`config.mk`:
```
export PLATFORM = sky130hd
export DESIGN_NAME = code_prefix_or_text_substring_match_core
export DESIGN_NICKNAME = d
export VERILOG_FILES = /design/src/sv/cpsm_pkg.sv /design/src/sv/code_prefix_or_text_substring_match_core.sv /design/src/sv/cpsm_cfg.sv /design/src/sv/cpsm_search.sv /design/src/sv/cpsm_prefix.sv
export VERILOG_INCLUDE_DIRS = /design/src /design/src/sv
export SDC_FILE = /design/constraint.sdc
export NUM_CORES = 1
export LEC_CHECK = 0
export BUFFER_PORTS_ARGS = -buffer_cell sky130_fd_sc_hd__buf_2
export CAP_MARGIN = 25
export CORE_MARGIN = 2
export CORE_UTILIZATION = 56
export DETAILED_ROUTE_END_ITERATION = 8
export PLACE_DENSITY_LB_ADDON = 0.3
export SLEW_MARGIN = 20
export SYNTH_ARGS = -nofsm -noshare
export SYNTH_HDL_FRONTEND = slang
export SYNTH_SLANG_ARGS = --single-unit
```
`constraint.sdc`:
```
create_clock -name clk_i -period 3.25 [get_ports clk_i]
set_input_delay 0.1625 -clock clk_i [delete_from_list [all_inputs] [get_ports clk_i]]
set_output_delay 0.1625 -clock clk_i [all_outputs]
set_load 0.005 [all_outputs]
```
`src/sv/code_prefix_or_text_substring_match_core_macros.svh`:
```
// ----------------------------------------------------------------------------
// Assertion macros for the code prefix or text substring match core
// Shared concurrent assertion forms used at the end of the top level.
// ----------------------------------------------------------------------------
`ifndef CODE_PREFIX_OR_TEXT_SUBSTRING_MATCH_CORE_MACROS_SVH
`define CODE_PREFIX_OR_TEXT_SUBSTRING_MATCH_CORE_MACROS_SVH

// The property holds in the same cycle as its trigger.
`define CPSM_ASSERT_SAME(label, clk, rst_n, pre, post, msg) \
  label: assert property (@(posedge clk) disable iff (!rst_n) (pre) |-> (post)) \
    else $error(msg);

// The property holds in the cycle after its trigger.
`define CPSM_ASSERT_NEXT(label, clk, rst_n, pre, post, msg) \
  label: assert property (@(posedge clk) disable iff (!rst_n) (pre) |=> (post)) \
    else $error(msg);

`endif

```
`src/sv/cpsm_pkg.sv`:
```
// ----------------------------------------------------------------------------
// cpsm_pkg
// Types, constants and character helpers for the query match core.
// ----------------------------------------------------------------------------
package cpsm_pkg;

  localparam int unsigned MAX_QUERY_DEF = 32;
  localparam int unsigned QUERY_REGS    = 4;
  localparam int unsigned QUERY_CHARS   = QUERY_REGS * 8;
  localparam int unsigned CODE_CHARS    = 5;
  localparam int unsigned LEN_W         = 6;
  localparam int unsigned CFG_DATA_W    = 64;
  localparam int unsigned CFG_IDX_W     = 3;
  localparam int unsigned CODE_W        = CODE_CHARS * 8;
  localparam int unsigned IN_DATA_W     = 56;
  localparam int unsigned OUT_DATA_W    = 8;

  typedef enum logic [CFG_IDX_W-1:0] {
    REG_QUERY_LENGTH  = 3'd0,
    REG_QUERY_BYTES_0 = 3'd1,
    REG_QUERY_BYTES_1 = 3'd2,
    REG_QUERY_BYTES_2 = 3'd3,
    REG_QUERY_BYTES_3 = 3'd4
  } cfg_reg_e;

  // Per-item control from the input stage to the search state.
  typedef struct packed {
    logic step;   // a description byte is taken in
    logic clear;  // the entry ends, state returns to zero
  } search_ctl_t;

  function automatic logic [7:0] fold_lower(input logic [7:0] c);
    logic [7:0] r;
    r = c;
    if (c >= 8'h41 && c <= 8'h5A) r = c + 8'h20;
    return r;
  endfunction

  function automatic logic [7:0] fold_upper(input logic [7:0] c);
    logic [7:0] r;
    r = c;
    if (c >= 8'h61 && c <= 8'h7A) r = c - 8'h20;
    return r;
  endfunction

endpackage

```
`src/sv/code_prefix_or_text_substring_match_core.sv`:
```
// ----------------------------------------------------------------------------
// code_prefix_or_text_substring_match_core
// Query filter for database entries: code prefix or case-free text search.
// ----------------------------------------------------------------------------
// The core takes one item per clock cycle, back to back, and gives the
// result of an entry after its last item has passed the input register
// and then the result register. Each item updates the partial-match
// vector, where every query position is compared with the incoming
// byte in parallel. The input side keeps accepting while a finished
// result waits to be taken; only an entry end that meets a full, stalled
// result register holds the input.
// Write the query registers only while no entry is in flight.
module code_prefix_or_text_substring_match_core #(
  parameter int unsigned MAX_QUERY = cpsm_pkg::MAX_QUERY_DEF
) (
  input  logic                                 clk_i,
  input  logic                                 rst_ni,
  input  logic                                 cfg_valid_i,
  output logic                                 cfg_ready_o,
  input  logic [cpsm_pkg::CFG_IDX_W-1:0]       cfg_index_i,
  input  logic [cpsm_pkg::CFG_DATA_W-1:0]      cfg_data_i,
  input  logic                                 s_axis_tvalid_i,
  output logic                                 s_axis_tready_o,
  // [39:0] entry_code, [47:40] text_byte, [48] byte_present, [55:49] zero
  input  logic [cpsm_pkg::IN_DATA_W-1:0]       s_axis_tdata_i,
  input  logic                                 s_axis_tlast_i,
  output logic                                 m_axis_tvalid_o,
  input  logic                                 m_axis_tready_i,
  // [0] is_match, [7:1] zero
  output logic [cpsm_pkg::OUT_DATA_W-1:0]      m_axis_tdata_o
);

  `include "code_prefix_or_text_substring_match_core_macros.svh"

  localparam int unsigned QLW = $clog2(MAX_QUERY + 1);

  logic [cpsm_pkg::QUERY_CHARS*8-1:0] query;
  logic [QLW-1:0]                     qlen;

  logic                         in_valid_q, in_present_q, in_last_q;
  logic [cpsm_pkg::CODE_W-1:0]  in_code_q;
  logic [7:0]                   in_byte_q;
  logic                         out_valid_q, out_match_q;
  logic                         advance, s_accept, found, match;
  cpsm_pkg::search_ctl_t        ctl;

  assign cfg_ready_o = 1'b1;

  cpsm_cfg #(.MAX_QUERY(MAX_QUERY), .QLW(QLW)) u_cfg (
    .clk_i   (clk_i),
    .rst_ni  (rst_ni),
    .wr_i    (cfg_valid_i),
    .index_i (cfg_index_i),
    .data_i  (cfg_data_i),
    .query_o (query),
    .qlen_o  (qlen)
  );

  // An item leaves the input register unless it ends an entry and the
  // result register is full and stalled.
  assign advance  = in_valid_q && (!in_last_q || !out_valid_q || m_axis_tready_i);
  assign s_axis_tready_o = !in_valid_q || advance;
  assign s_accept = s_axis_tvalid_i && s_axis_tready_o;

  assign ctl.step  = advance && in_present_q;
  assign ctl.clear = advance && in_last_q;

  cpsm_search #(.MAX_QUERY(MAX_QUERY), .QLW(QLW)) u_search (
    .clk_i   (clk_i),
    .rst_ni  (rst_ni),
    .ctl_i   (ctl),
    .byte_i  (in_byte_q),
    .query_i (query),
    .qlen_i  (qlen),
    .found_o (found)
  );

  cpsm_prefix #(.QLW(QLW)) u_prefix (
    .query_i (query),
    .qlen_i  (qlen),
    .code_i  (in_code_q),
    .found_i (found),
    .match_o (match)
  );

  always_ff @(posedge clk_i or negedge rst_ni) begin
    if (!rst_ni) begin
      in_valid_q <= 1'b0;
    end else if (s_accept) begin
      in_valid_q <= 1'b1;
    end else if (advance) begin
      in_valid_q <= 1'b0;
    end
  end

  always_ff @(posedge clk_i) begin
    if (s_accept) begin
      in_code_q    <= s_axis_tdata_i[cpsm_pkg::CODE_W-1:0];
      in_byte_q    <= s_axis_tdata_i[cpsm_pkg::CODE_W +: 8];
      in_present_q <= s_axis_tdata_i[cpsm_pkg::CODE_W + 8];
      in_last_q    <= s_axis_tlast_i;
    end
  end

  always_ff @(posedge clk_i or negedge rst_ni) begin
    if (!rst_ni) begin
      out_valid_q <= 1'b0;
    end else if (ctl.clear) begin
      out_valid_q <= 1'b1;
    end else if (m_axis_tready_i) begin
      out_valid_q <= 1'b0;
    end
  end

  always_ff @(posedge clk_i) begin
    if (ctl.clear) out_match_q <= match;
  end

  assign m_axis_tvalid_o = out_valid_q;
  assign m_axis_tdata_o  = {{(cpsm_pkg::OUT_DATA_W-1){1'b0}}, out_match_q};

  `CPSM_ASSERT_NEXT(a_result_loaded, clk_i, rst_ni, ctl.clear,
    out_valid_q && out_match_q == $past(match), "entry end did not load its result")
  `CPSM_ASSERT_SAME(a_no_overwrite, clk_i, rst_ni,
    in_valid_q && in_last_q && out_valid_q && !m_axis_tready_i, !advance,
    "pending result would be overwritten")
  `CPSM_ASSERT_NEXT(a_empty_query, clk_i, rst_ni, ctl.clear && qlen == '0,
    out_match_q, "empty query must match every entry")

endmodule

```
`src/sv/cpsm_cfg.sv`:
```
// ----------------------------------------------------------------------------
// cpsm_cfg
// Query registers and the clamped query length.
// ----------------------------------------------------------------------------
module cpsm_cfg #(
  parameter int unsigned MAX_QUERY = cpsm_pkg::MAX_QUERY_DEF,
  parameter int unsigned QLW       = $clog2(MAX_QUERY + 1)
) (
  input  logic                                   clk_i,
  input  logic                                   rst_ni,
  input  logic                                   wr_i,
  input  logic [cpsm_pkg::CFG_IDX_W-1:0]         index_i,
  input  logic [cpsm_pkg::CFG_DATA_W-1:0]        data_i,
  output logic [cpsm_pkg::QUERY_CHARS*8-1:0]     query_o,
  output logic [QLW-1:0]                         qlen_o
);

  logic [cpsm_pkg::LEN_W-1:0]                                   len_q;
  logic [cpsm_pkg::QUERY_REGS-1:0][cpsm_pkg::CFG_DATA_W-1:0] bytes_q;

  always_ff @(posedge clk_i or negedge rst_ni) begin
    if (!rst_ni) begin
      len_q   <= '0;
      bytes_q <= '0;
    end else if (wr_i) begin
      unique case (cpsm_pkg::cfg_reg_e'(index_i))
        cpsm_pkg::REG_QUERY_LENGTH:  len_q      <= data_i[cpsm_pkg::LEN_W-1:0];
        cpsm_pkg::REG_QUERY_BYTES_0: bytes_q[0] <= data_i;
        cpsm_pkg::REG_QUERY_BYTES_1: bytes_q[1] <= data_i;
        cpsm_pkg::REG_QUERY_BYTES_2: bytes_q[2] <= data_i;
        cpsm_pkg::REG_QUERY_BYTES_3: bytes_q[3] <= data_i;
        default: ;
      endcase
    end
  end

  assign query_o = bytes_q;

  // Lengths beyond the search width are clamped to it.
  always_comb begin
    if (int'(len_q) > int'(MAX_QUERY)) qlen_o = QLW'(MAX_QUERY);
    else                               qlen_o = QLW'(len_q);
  end

endmodule

```
`src/sv/cpsm_search.sv`:
```
// ----------------------------------------------------------------------------
// cpsm_search
// Shift-and substring search over the description, one byte per cycle while the input stage steps it.
// ----------------------------------------------------------------------------
module cpsm_search #(
  parameter int unsigned MAX_QUERY = cpsm_pkg::MAX_QUERY_DEF,
  parameter int unsigned QLW       = $clog2(MAX_QUERY + 1)
) (
  input  logic                               clk_i,
  input  logic                               rst_ni,
  input  cpsm_pkg::search_ctl_t              ctl_i,
  input  logic [7:0]                         byte_i,
  input  logic [cpsm_pkg::QUERY_CHARS*8-1:0] query_i,
  input  logic [QLW-1:0]                     qlen_i,
  output logic                               found_o
);

  logic [MAX_QUERY-1:0] hits_q, hits_d, eq, top_sel, hits_new;
  logic                 found_q, found_d;
  logic [7:0]           byte_low;

  assign byte_low = cpsm_pkg::fold_lower(byte_i);

  // Each query position is compared on its own; positions past the length
  // never match, so the hit vector never carries bits beyond it.
  for (genvar j = 0; j < MAX_QUERY; j++) begin : g_pos
    logic [7:0] qc;
    if (j < cpsm_pkg::QUERY_CHARS) begin : g_reg
      assign qc = query_i[j*8 +: 8];
    end else begin : g_zero
      assign qc = 8'h00;
    end
    assign eq[j]      = (QLW'(j) < qlen_i) && (cpsm_pkg::fold_lower(qc) == byte_low);
    assign top_sel[j] = (qlen_i == QLW'(j + 1));
  end

  if (MAX_QUERY > 1) begin : g_shift
    assign hits_new = {hits_q[MAX_QUERY-2:0], 1'b1} & eq;
  end else begin : g_single
    assign hits_new = eq;
  end

  always_comb begin
    found_o = found_q;
    if (ctl_i.step && |(hits_new & top_sel)) found_o = 1'b1;
    hits_d  = ctl_i.step ? hits_new : hits_q;
    found_d = found_o;
    if (ctl_i.clear) begin
      hits_d  = '0;
      found_d = 1'b0;
    end
  end

  always_ff @(posedge clk_i or negedge rst_ni) begin
    if (!rst_ni) begin
      hits_q  <= '0;
      found_q <= 1'b0;
    end else begin
      hits_q  <= hits_d;
      found_q <= found_d;
    end
  end

endmodule

```
`src/sv/cpsm_prefix.sv`:
```
// ----------------------------------------------------------------------------
// cpsm_prefix
// Final decision: empty query, upper-cased code prefix, or text hit.
// ----------------------------------------------------------------------------
module cpsm_prefix #(
  parameter int unsigned QLW = 6
) (
  input  logic [cpsm_pkg::QUERY_CHARS*8-1:0] query_i,
  input  logic [QLW-1:0]                     qlen_i,
  input  logic [cpsm_pkg::CODE_W-1:0]        code_i,
  input  logic                               found_i,
  output logic                               match_o
);

  logic [cpsm_pkg::CODE_CHARS-1:0] char_ok;
  logic                            short_query;

  for (genvar j = 0; j < cpsm_pkg::CODE_CHARS; j++) begin : g_chr
    assign char_ok[j] = (QLW'(j) >= qlen_i) ||
                        (cpsm_pkg::fold_upper(query_i[j*8 +: 8]) == code_i[j*8 +: 8]);
  end

  assign short_query = (qlen_i <= QLW'(cpsm_pkg::CODE_CHARS));
  assign match_o     = (qlen_i == '0) || found_i || (short_query && &char_ok);

endmodule

```
==> flow_metrics.env, run 1 <==
export IMPL_clockBufferDepth=3
export IMPL_peakVddDrop_uv=640.6
export IMPL_post_drt_via_cell_ratio=6.246
export IMPL_post_synth_num_cell_types=77
export IMPL_worst_r2r_setup_slack_ps=60
export IMPL_cap_violations=0
export IMPL_grtUsageTotal=0.3139
export IMPL_grt_max_degree=107
export IMPL_drt_initial_drc_count=1362
export IMPL_path_class="flip-flop to flip-flop"
export IMPL_synthTopCellsByArea="dfrtp_1 37%, mux2_2 13%, xnor2_1 8.2%"
export IMPL_drt_total_wl_um=59620
export IMPL_cts_sinks=347
export IMPL_final_cells=2671
export IMPL_fp_coreArea_um2=35570
export IMPL_dieArea_um2=37590
export IMPL_port_buffers=124
export IMPL_arrival_ps=3470
export IMPL_pin_count=140
export IMPL_place_hpwl_um=41410
export IMPL_cts_max_level=2
export IMPL_cts_tree="done"
export IMPL_setup_viol=0
export IMPL_synth_top_cell_area_share=0.3669
export IMPL_cp_max_fo=11
export IMPL_place_inst=2482
export IMPL_final_max_slew_viol_count=0
export IMPL_async_flop_share=0.8530
export IMPL_cp_top_family="compound AO/OA/AOI/OAI gates"
export IMPL_critPathBufInv=3
export IMPL_grt_pass1_vias=16700
export IMPL_synthTopCellsByCount="296 x dfrtp_1, 226 x mux2_2, 190 x xnor2_1"
export IMPL_die_w_um=193.9
export IMPL_regArea_um2=8939
export IMPL_endpoint_kind="flip-flop"
export IMPL_rsz0062_at_grt="yes"
export IMPL_synth_edf_count=51
export IMPL_fin_skew_ps=13.88
export IMPL_fmax_mhz=313.7
export IMPL_cpPeakStageDelay_ps=440
export IMPL_maxSlewHeadroom=0.3431
export IMPL_path_clk_slew_ps=70
export IMPL_seq_area_frac_synth=0.4428
export IMPL_hold_class="input port to flip-flop"
export IMPL_post_route_min_period_ps=3188
export IMPL_dr_pass1_iters=5
export IMPL_num_fill_cells=2657
export IMPL_yosysTopAreaCell="dfrtp_1"
export IMPL_grt_pass1_wl_um=93080
export IMPL_initial_core_util=0.5676
export IMPL_diodes=0
export IMPL_powerDensity_nw_per_um2=613.6
export IMPL_yosys_most_used_dff="dfrtp_1"
export IMPL_num_vias=16680
export IMPL_routedWlPerCell_um=22.32
export IMPL_outcome="complete, no violations"
export IMPL_clock_root_buffer="clkbuf_16"
export IMPL_grt_ovfl_total=0
export IMPL_ant_nets=0
export IMPL_crit_slowest_cell="a2111oi_2"
export IMPL_worst_slew_pin_slew_ps=985.3
export IMPL_power_leakage_nw=9.731
export IMPL_post_synth_top_count_cell="dfrtp_1"
export IMPL_period_share=0.9809
export IMPL_cts_buffers=38
export IMPL_crit_path_cell_trace="buf_4, nor4_4, a221oi_4, buf_6, a31o_4, buf_12, xnor2_1, a311oi_1, a2111oi_2, nand4_1, o32ai_2, o21ai_1"
export IMPL_multiInputGateArea_um2=10630
export IMPL_synth_avg_cell_area_um2=10.49
export IMPL_drc=0
export IMPL_drive_above_1_share=0.2407
export IMPL_synth_area_um2=20190
export IMPL_finalNetCount=2350
export IMPL_ys_warnings_count=0
export IMPL_num_rows=69
export IMPL_startpoint_type="flip-flop"
export IMPL_clk_latency_ps=550
export IMPL_finalHoldViolCount=0
export IMPL_synth_cells=1925
export IMPL_hold_slack_ps=208.0
export IMPL_gp_congestion=0.9557
export IMPL_grt_antenna_before_repair=0
export IMPL_critPathRequiredTime_ps=3530
export IMPL_area_growth_pct=19.63
export IMPL_fp_dieH_um=193.9
export IMPL_ys_seq_elements=347
-- power breakdown --
group / internal [W] / total, W / switching (W)
logic: 0.00204 / 0.00415 / 0.00211
clock network: 0.00261 / 0.00442 / 0.00181
registers: 0.00518 / 0.00625 / 0.00106
-- state kept, by name (all words and copies together) (netlist names), 6 cells and up --
register	cells
in_code_q	40
u_cfg.len_q	6
u_search.hits_q	31
u_cfg.query_o	256
in_byte_q	8
-- cells in the final DEF, fill, tap and decap left out, types with 9 or more instances in the layout --
cell / n
edfxtp_1: 51
nand3_1: 33
a2bb2oi_1: 18
nor4_1: 42
xnor2_1: 190
dlygate4sd3_1: 118
o21ai_0: 49
o211ai_1: 10
dfrtp_1: 296
clkbuf_16: 42
nor2_1: 98
a21o_1: 10
or2_2: 13
mux2_2: 226
xor2_1: 96
nor3_1: 73
a41oi_1: 19
clkbuf_1: 9
nand2_1: 143
nand2b_1: 14
buf_4: 66
o22ai_1: 9
a21boi_0: 19
or4_1: 9
buf_2: 123
nand4_1: 44
ha_1: 40
a31oi_1: 29
a21oi_1: 86
a211oi_1: 14
inv_1: 55
-- layout make-up --
type | instances | share of cell area
clock buffer | 55 | 0.04720
timing repair buffer | 321 | 0.1045
inverter | 55 | 0.008548
multi-input combinational | 1418 | 0.4403
clock inverter | 14 | 0.005440
sequential | 347 | 0.3701
tap | 461 | 0.02388
-- path summary, 6_finish.rpt --
| kind | end | cells after the start | startpoint |
|---|---|---|---|
| setup / recovery | out_match_q | 12 | in_byte_q[0] |
| hold / removal | u_cfg.len_q[2] | 3 | cfg_index_i[0] |
| setup reg to reg | out_match_q | 12 | in_byte_q[0] |
| hold reg to reg | u_search.hits_q[4] | 2 | u_search.hits_q[4] |
| max in group asynchronous | u_cfg.query_o[144] | 3 | rst_ni |
| min in group asynchronous | u_cfg.query_o[226] | 2 | rst_ni |
-- per-stage QoR --
| step | area (um^2) | setup TNS [ps] | util | setup slack [ps] | total power, W |
|---|---|---|---|---|---|
| 5_1_grt | 24150 | -111.5 | 0.6790 | -111.5 | 0.01550 |
| 4_1_cts | 24050 | 0 | 0.6763 | 37.54 | 0.01474 |
| 2_1_floorplan | 20210 | 0 | - | 181.2 | 0.008876 |
| 6_report | 24150 | 0 | 0.6790 | 61.94 | 0.01482 |
| 3_3_place_gp | 21570 | 0 | 0.6066 | 28.80 | 0.009975 |
| 3_5_place_dp | 21570 | -63.41 | 0.6066 | -63.41 | 0.01019 |
-- cells by family (layout without fill, tap and decap cells) --
group,count (synthesis),in the layout,synth area share
AO/OA/AOI/OAI,337,337,0.1151
XOR/XNOR,286,286,0.1241
adder cells (fa/ha/maj),40,40,0.02479
buffers and inverters,166,445,0.03812
flip-flops,347,347,0.4428
multiplexers,228,228,0.1271
other,2,8,0.0003720
AND/OR/NAND/NOR,519,519,0.1277
-- tightest hold or removal path, cell delays in order --
cell	delay [ps]
buf_2	150
nor3b_1	160
mux2_2	250
-- timing repair --
action | 4_1_cts | 5_1_grt
endpoints found under the hold margin | 414 | 0
setup buffers | 0 | 2
endpoints found under the setup margin | 2 | 2
hold buffers | 118 | 0
pin swaps | 0 | 5
gates resized for setup | 5 | 14
-- routing by layer --
layer | up-vias | part of all wire | wire length (um) | track usage
met5 | - | 0 | 0 | 0
met4 | 0 | 0.036 | 2167 | 0.1204
met3 | 151 | 0.067 | 3988 | 0.04366
met2 | 690 | 0.50 | 29690 | 0.5394
met1 | 8405 | 0.40 | 23780 | 0.4040
li1 | 7438 | - | - | -
No activity file was read; power rests on OpenSTA's default activity.
==> run 2, diff against run 1 <==
--- a/config.mk
+++ b/config.mk
@@ -12,6 +12,7 @@
 export CORE_UTILIZATION = 56
 export DETAILED_ROUTE_END_ITERATION = 8
 export PLACE_DENSITY_LB_ADDON = 0.3
+export SETUP_SLACK_MARGIN = 0.2
 export SLEW_MARGIN = 20
 export SYNTH_ARGS = -nofsm -noshare
 export SYNTH_HDL_FRONTEND = slang
==> flow_metrics.env, run 2 (same netlist as run 1, synthesis figures left out) <==
export IMPL_outcome="finished with violations"
export IMPL_violations="setup timing"
export IMPL_cap_violations=0
export IMPL_layout_setup_ws_ps=-95.98
export IMPL_final_max_slew_viol_count=0
export IMPL_ant_nets=0
export IMPL_post_drt_via_cell_ratio=6.203
export IMPL_grtUsageTotal=0.3170
export IMPL_cts_buffers=40
export IMPL_area_growth_pct=22.35
export IMPL_fmax_mhz=298.9
export IMPL_grt_pass1_vias=16750
export IMPL_gp_congestion=0.9761
export IMPL_port_buffers=124
export IMPL_finalNetCount=2388
export IMPL_grt_antenna_before_repair=0
export IMPL_routedWlPerCell_um=22.26
export IMPL_dr_pass1_iters=7
export IMPL_grt_ovfl_total=0
export IMPL_drt_initial_drc_count=1530
export IMPL_grt_max_degree=94
export IMPL_setup_viol=1
export IMPL_drive_above_1_share=0.2640
export IMPL_maxSlewHeadroom=0.3433
export IMPL_cts_tree="done"
export IMPL_hold_class="input port to flip-flop"
export IMPL_arrival_ps=3630
export IMPL_place_hpwl_um=40120
export IMPL_endpoint_kind="flip-flop"
export IMPL_drc=0
export IMPL_power_leakage_nw=10.04
export IMPL_place_inst=2488
export IMPL_worst_slew_pin_slew_ps=985.0
export IMPL_path_class="flip-flop to flip-flop"
export IMPL_die_w_um=193.9
export IMPL_drt_total_wl_um=60360
export IMPL_p_switching_w=0.005088
export IMPL_fin_skew_ps=25.27
export IMPL_period_share=1.030
export IMPL_dieArea_um2=37590
export IMPL_grt_pass1_wl_um=94420
export IMPL_diodes=0
export IMPL_largest_register_ffs=256
export IMPL_cts_sinks=347
export IMPL_finalSetupTns_ps=-95.98
export IMPL_fp_coreArea_um2=35570
export IMPL_post_route_min_period_ps=3346
export IMPL_intPower_w=0.01004
export IMPL_num_vias=16820
export IMPL_fp_dieH_um=193.9
export IMPL_final_cell_mix="296 x dfrtp_1, 226 x mux2_2, 188 x xnor2_1"
export IMPL_final_cells=2711
export IMPL_combinationalPowerShare=0.283
export IMPL_clockPowerShare=0.305
export IMPL_pwr_share_seq=0.412
export IMPL_num_rows=69
export IMPL_startpoint_type="flip-flop"
export IMPL_finalHoldViolCount=0
export IMPL_switching_share=0.3364
export IMPL_cp_max_fo=11
export IMPL_initial_core_util=0.5676
export IMPL_num_fill_cells=2555
export IMPL_clk_latency_ps=560
export IMPL_cts_max_level=2
export IMPL_powerDensity_nw_per_um2=612.4
export IMPL_critPathRequiredTime_ps=3530
export IMPL_pin_count=140
export IMPL_path_clk_slew_ps=60
export IMPL_clockBufferDepth=3
export IMPL_place_ws_ps=-99.87
export IMPL_layout_commonest_cell="dfrtp_1"
export IMPL_rsz0062_at_grt="yes"
export IMPL_peakVddDrop_uv=601.9
export IMPL_clock_root_buffer="clkbuf_16"
## run 2: area by class of cell
class,instances,area [um^2],share of cell area
flip-flops and latches,347,8939,0.3619
multi-input cells,1418,10780,0.4362
well taps,461,576.8,0.02335
repair buffers,357,2854,0.1155
inverters,55,206.4,0.008358
clock inverters,15,115.1,0.004660
clock buffers,58,1234,0.04995
## run 2: routing by layer
| metal | up-vias | global-route usage | part of all wire |
|---|---|---|---|
| met5 | - | 0 | 0 |
| met4 | 0 | 0.1296 | 0.042 |
| met3 | 193 | 0.05010 | 0.074 |
| met2 | 705 | 0.5280 | 0.48 |
| met1 | 8391 | 0.4153 | 0.41 |
| li1 | 7526 | - | - |
## run 2: stage by stage
step | hold WS, ps | utilization | instance area [um^2] | total power [W]
2_1_floorplan | -133.1 | - | 20210 | 0.008878
3_3_place_gp | 258.2 | 0.6075 | 21610 | 0.009970
3_5_place_dp | 241.0 | 0.6075 | 21610 | 0.01018
4_1_cts | 178.1 | 0.6906 | 24560 | 0.01502
5_1_grt | 230.5 | 0.6944 | 24700 | 0.01582
6_report | 204.0 | 0.6944 | 24700 | 0.01513
## run 2: critical path, stage by stage, from the launching register on
cell       delay [ps]
edfxtp_1          420
ha_1              320
o31a_1            240
a31o_1            230
nor2_4            270
buf_12            190
buf_4             120
xnor2_1           120
or4_1             190
o22ai_2            90
a311oi_2          300
o2111ai_2         170
o32ai_2           280
o21ai_1           100
## run 2: worst paths after layout
| path | slack [ps] | start | to | depth (start not counted) |
|---|---|---|---|---|
| hold / removal | 200 | cfg_index_i[0] | u_cfg.len_q[2] | 3 |
| min in group asynchronous | 260 | rst_ni | u_cfg.query_o[104] | 2 |
| setup reg to reg | -100 | in_byte_q[5] | out_match_q | 13 |
| max in group asynchronous | 1980 | rst_ni | u_cfg.query_o[245] | 3 |
| setup / recovery | -100 | in_byte_q[5] | out_match_q | 13 |
| hold reg to reg | 520 | u_search.hits_q[28] | u_search.hits_q[28] | 2 |
## run 2: repair_timing
action / 4_1_cts / 5_1_grt
endpoints found under the setup margin: 2 / 3
hold buffers: 118 / 0
gates cloned: 2 / 0
setup buffers: 25 / 5
pin swaps: 18 / 18
gates resized for setup: 30 / 19
endpoints found under the hold margin: 402 / 0
## run 2: power groups by stage
stage,Combinational [W],Clock [W],Sequential [W]
after CTS,0.00418,0.00465,0.00619
after global routing,0.00464,0.00484,0.00634
after detailed placement,0.00393,0,0.00626
after global placement,0.00378,0,0.00619
final,0.00428,0.00461,0.00623
after floorplan,0.00297,0,0.00591
==> run 3, diff against run 2 <==
--- a/config.mk
+++ b/config.mk
@@ -8,8 +8,10 @@
 export LEC_CHECK = 0
 export BUFFER_PORTS_ARGS = -buffer_cell sky130_fd_sc_hd__buf_2
 export CAP_MARGIN = 25
+export CELL_PAD_IN_SITES_DETAIL_PLACEMENT = 1
+export CELL_PAD_IN_SITES_GLOBAL_PLACEMENT = 2
 export CORE_MARGIN = 2
-export CORE_UTILIZATION = 56
+export CORE_UTILIZATION = 37
 export DETAILED_ROUTE_END_ITERATION = 8
 export PLACE_DENSITY_LB_ADDON = 0.3
 export SETUP_SLACK_MARGIN = 0.2
==> flow_metrics.env, run 3 (same netlist as run 1, synthesis figures left out) <==
export IMPL_critPathBufInv=2
export IMPL_drt_initial_drc_count=966
export IMPL_initial_core_util=0.3744
export IMPL_final_cell_mix="296 x dfrtp_1, 226 x mux2_2, 189 x xnor2_1"
export IMPL_final_cells=2976
export IMPL_cts_buffers=45
export IMPL_intPower_w=0.01006
export IMPL_area_growth_pct=24.47
export IMPL_place_inst=2746
export IMPL_path_class="flip-flop to flip-flop"
export IMPL_arrival_ps=3640
export IMPL_powerDensity_nw_per_um2=611.5
export IMPL_cp_top_family="compound AO/OA/AOI/OAI gates"
export IMPL_power_leakage_nw=10.09
export IMPL_grt_pass1_vias=17660
export IMPL_worst_slew_pin_slew_ps=1018
export IMPL_largest_register_ffs=256
export IMPL_setup_viol=1
export IMPL_dieArea_um2=56450
export IMPL_crit_slowest_cell="or4b_4"
export IMPL_ant_nets=0
export IMPL_cts_max_level=2
export IMPL_crit_path_cell_trace="buf_6, or4b_4, nor3_4, nor2_4, buf_12, xor2_1, a41o_1, a41o_1, a311oi_2, o2111ai_1, o32ai_2, o21ai_1"
export IMPL_drt_total_wl_um=68660
export IMPL_gp_congestion=0.9013
export IMPL_peakVddDrop_uv=382.5
export IMPL_combinationalPowerShare=0.289
export IMPL_timing_rr_end="out_match_q"
export IMPL_power_w=0.01536
export IMPL_endpoint_kind="flip-flop"
export IMPL_clockBufferDepth=3
export IMPL_path_clk_slew_ps=60
export IMPL_clock_root_buffer="clkbuf_16"
export IMPL_pwr_share_seq=0.406
export IMPL_fp_dieH_um=237.6
export IMPL_grt_antenna_before_repair=0
export IMPL_pin_count=140
export IMPL_drive_above_1_share=0.2662
export IMPL_grt_pass1_wl_um=106400
export IMPL_rsz0062_at_grt="yes"
export IMPL_clockPowerShare=0.305
export IMPL_period_share=1.023
export IMPL_outcome="finished with violations"
export IMPL_post_route_min_period_ps=3325
export IMPL_diodes=0
export IMPL_fmax_mhz=300.7
export IMPL_p_switching_w=0.005303
export IMPL_num_rows=85
export IMPL_grt_ovfl_total=0
export IMPL_fp_coreArea_um2=53920
export IMPL_finalNetCount=2413
export IMPL_num_vias=16520
export IMPL_layout_commonest_cell="dfrtp_1"
export IMPL_hold_class="input port to asynchronous set/reset pin"
export IMPL_port_buffers=124
export IMPL_maxSlewHeadroom=0.3212
export IMPL_cp_max_fo=12
export IMPL_routedWlPerCell_um=23.07
export IMPL_cap_violations=0
export IMPL_final_max_slew_viol_count=0
export IMPL_startpoint_type="flip-flop"
export IMPL_r2r_cells=12
export IMPL_fin_skew_ps=16.64
export IMPL_grt_max_degree=77
export IMPL_drc=0
export IMPL_post_route_util=0.4660
export IMPL_dr_pass1_iters=5
export IMPL_violations="setup timing"
export IMPL_cp_common_cell="a41o_1"
export IMPL_cts_sinks=347
export IMPL_die_w_um=237.6
export IMPL_cts_tree="done"
export IMPL_reg2reg_from="in_byte_q[4]"
export IMPL_finalHoldViolCount=0
export IMPL_post_drt_via_cell_ratio=5.550
export IMPL_place_ws_ps=-209.5
export IMPL_place_hpwl_um=48630
export IMPL_switching_share=0.3451
export IMPL_cpPeakStageDelay_ps=540
export IMPL_grtUsageTotal=0.2458
export IMPL_worst_r2r_setup_slack_ps=-80
export IMPL_critPathRequiredTime_ps=3560
export IMPL_clk_latency_ps=580
export IMPL_layout_setup_ws_ps=-75.28
-- run 3: cell count changes in the layout (fill, tap and decap cells not counted), sizes merged --
cell      before  now
bufinv         1    0
clkbuf        58   61
clkinvlp       0    4
buf          239  259
clkinv        10   16
inv           59   57
-- run 3: power groups by stage --
stage | registers, W | logic, W | clock network (W)
2_1_floorplan | 0.00591 | 0.00297 | 0
3_3_place_gp | 0.00622 | 0.00405 | 0
3_5_place_dp | 0.00628 | 0.00420 | 0
4_1_cts | 0.00621 | 0.00444 | 0.00481
5_1_grt | 0.00637 | 0.00486 | 0.00498
6_report | 0.00623 | 0.00444 | 0.00469
-- run 3: worst max-delay path by stage --
| stage | end | startpoint | slack, ps | depth (start not counted) |
|---|---|---|---|---|
| final | out_match_q | in_byte_q[4] | -80 | 12 |
| after global routing | out_match_q | in_byte_q[2] | -200 | 12 |
| after CTS | out_match_q | in_byte_q[4] | 5 | 12 |
| after detailed placement | out_match_q | in_byte_q[2] | -210 | 11 |
| after global placement | out_match_q | in_byte_q[2] | -110 | 11 |
| after floorplan | out_match_q | in_byte_q[5] | 190 | 12 |
-- run 3: cell type report --
cell class | instances | area [um^2]
tap | 696 | 870.8
clock buffer | 61 | 1259
timing repair buffer | 377 | 3010
inverter | 55 | 206.4
multi-input combinational | 1418 | 10720
fill | 5889 | 28790
sequential | 347 | 8939
clock inverter | 22 | 118.9
-- run 3: timing repair --
item,CTS,global route
resized for setup,31,8
cloned,2,0
hold endpoints to repair,384,0
setup buffers,24,3
setup endpoints to repair,3,4
hold buffers,118,0
pin swaps,20,8
-- run 3: metrics by stage --
stage | hold WS, ps | instance area [um^2] | TNS (ps)
6_report | 189.8 | 25130 | -75.28
5_1_grt | 239.9 | 25130 | -219.3
4_1_cts | 193.6 | 25060 | 0
3_5_place_dp | 221.7 | 22100 | -293.5
3_3_place_gp | 212.0 | 22100 | -124.9
2_1_floorplan | -133.1 | 20210 | 0
-- run 3: per-layer routing --
metal	track usage	routed length (um)
met2	0.4112	32580
met5	0	0
met4	0.09320	2386
met1	0.3226	30930
met3	0.03577	2764
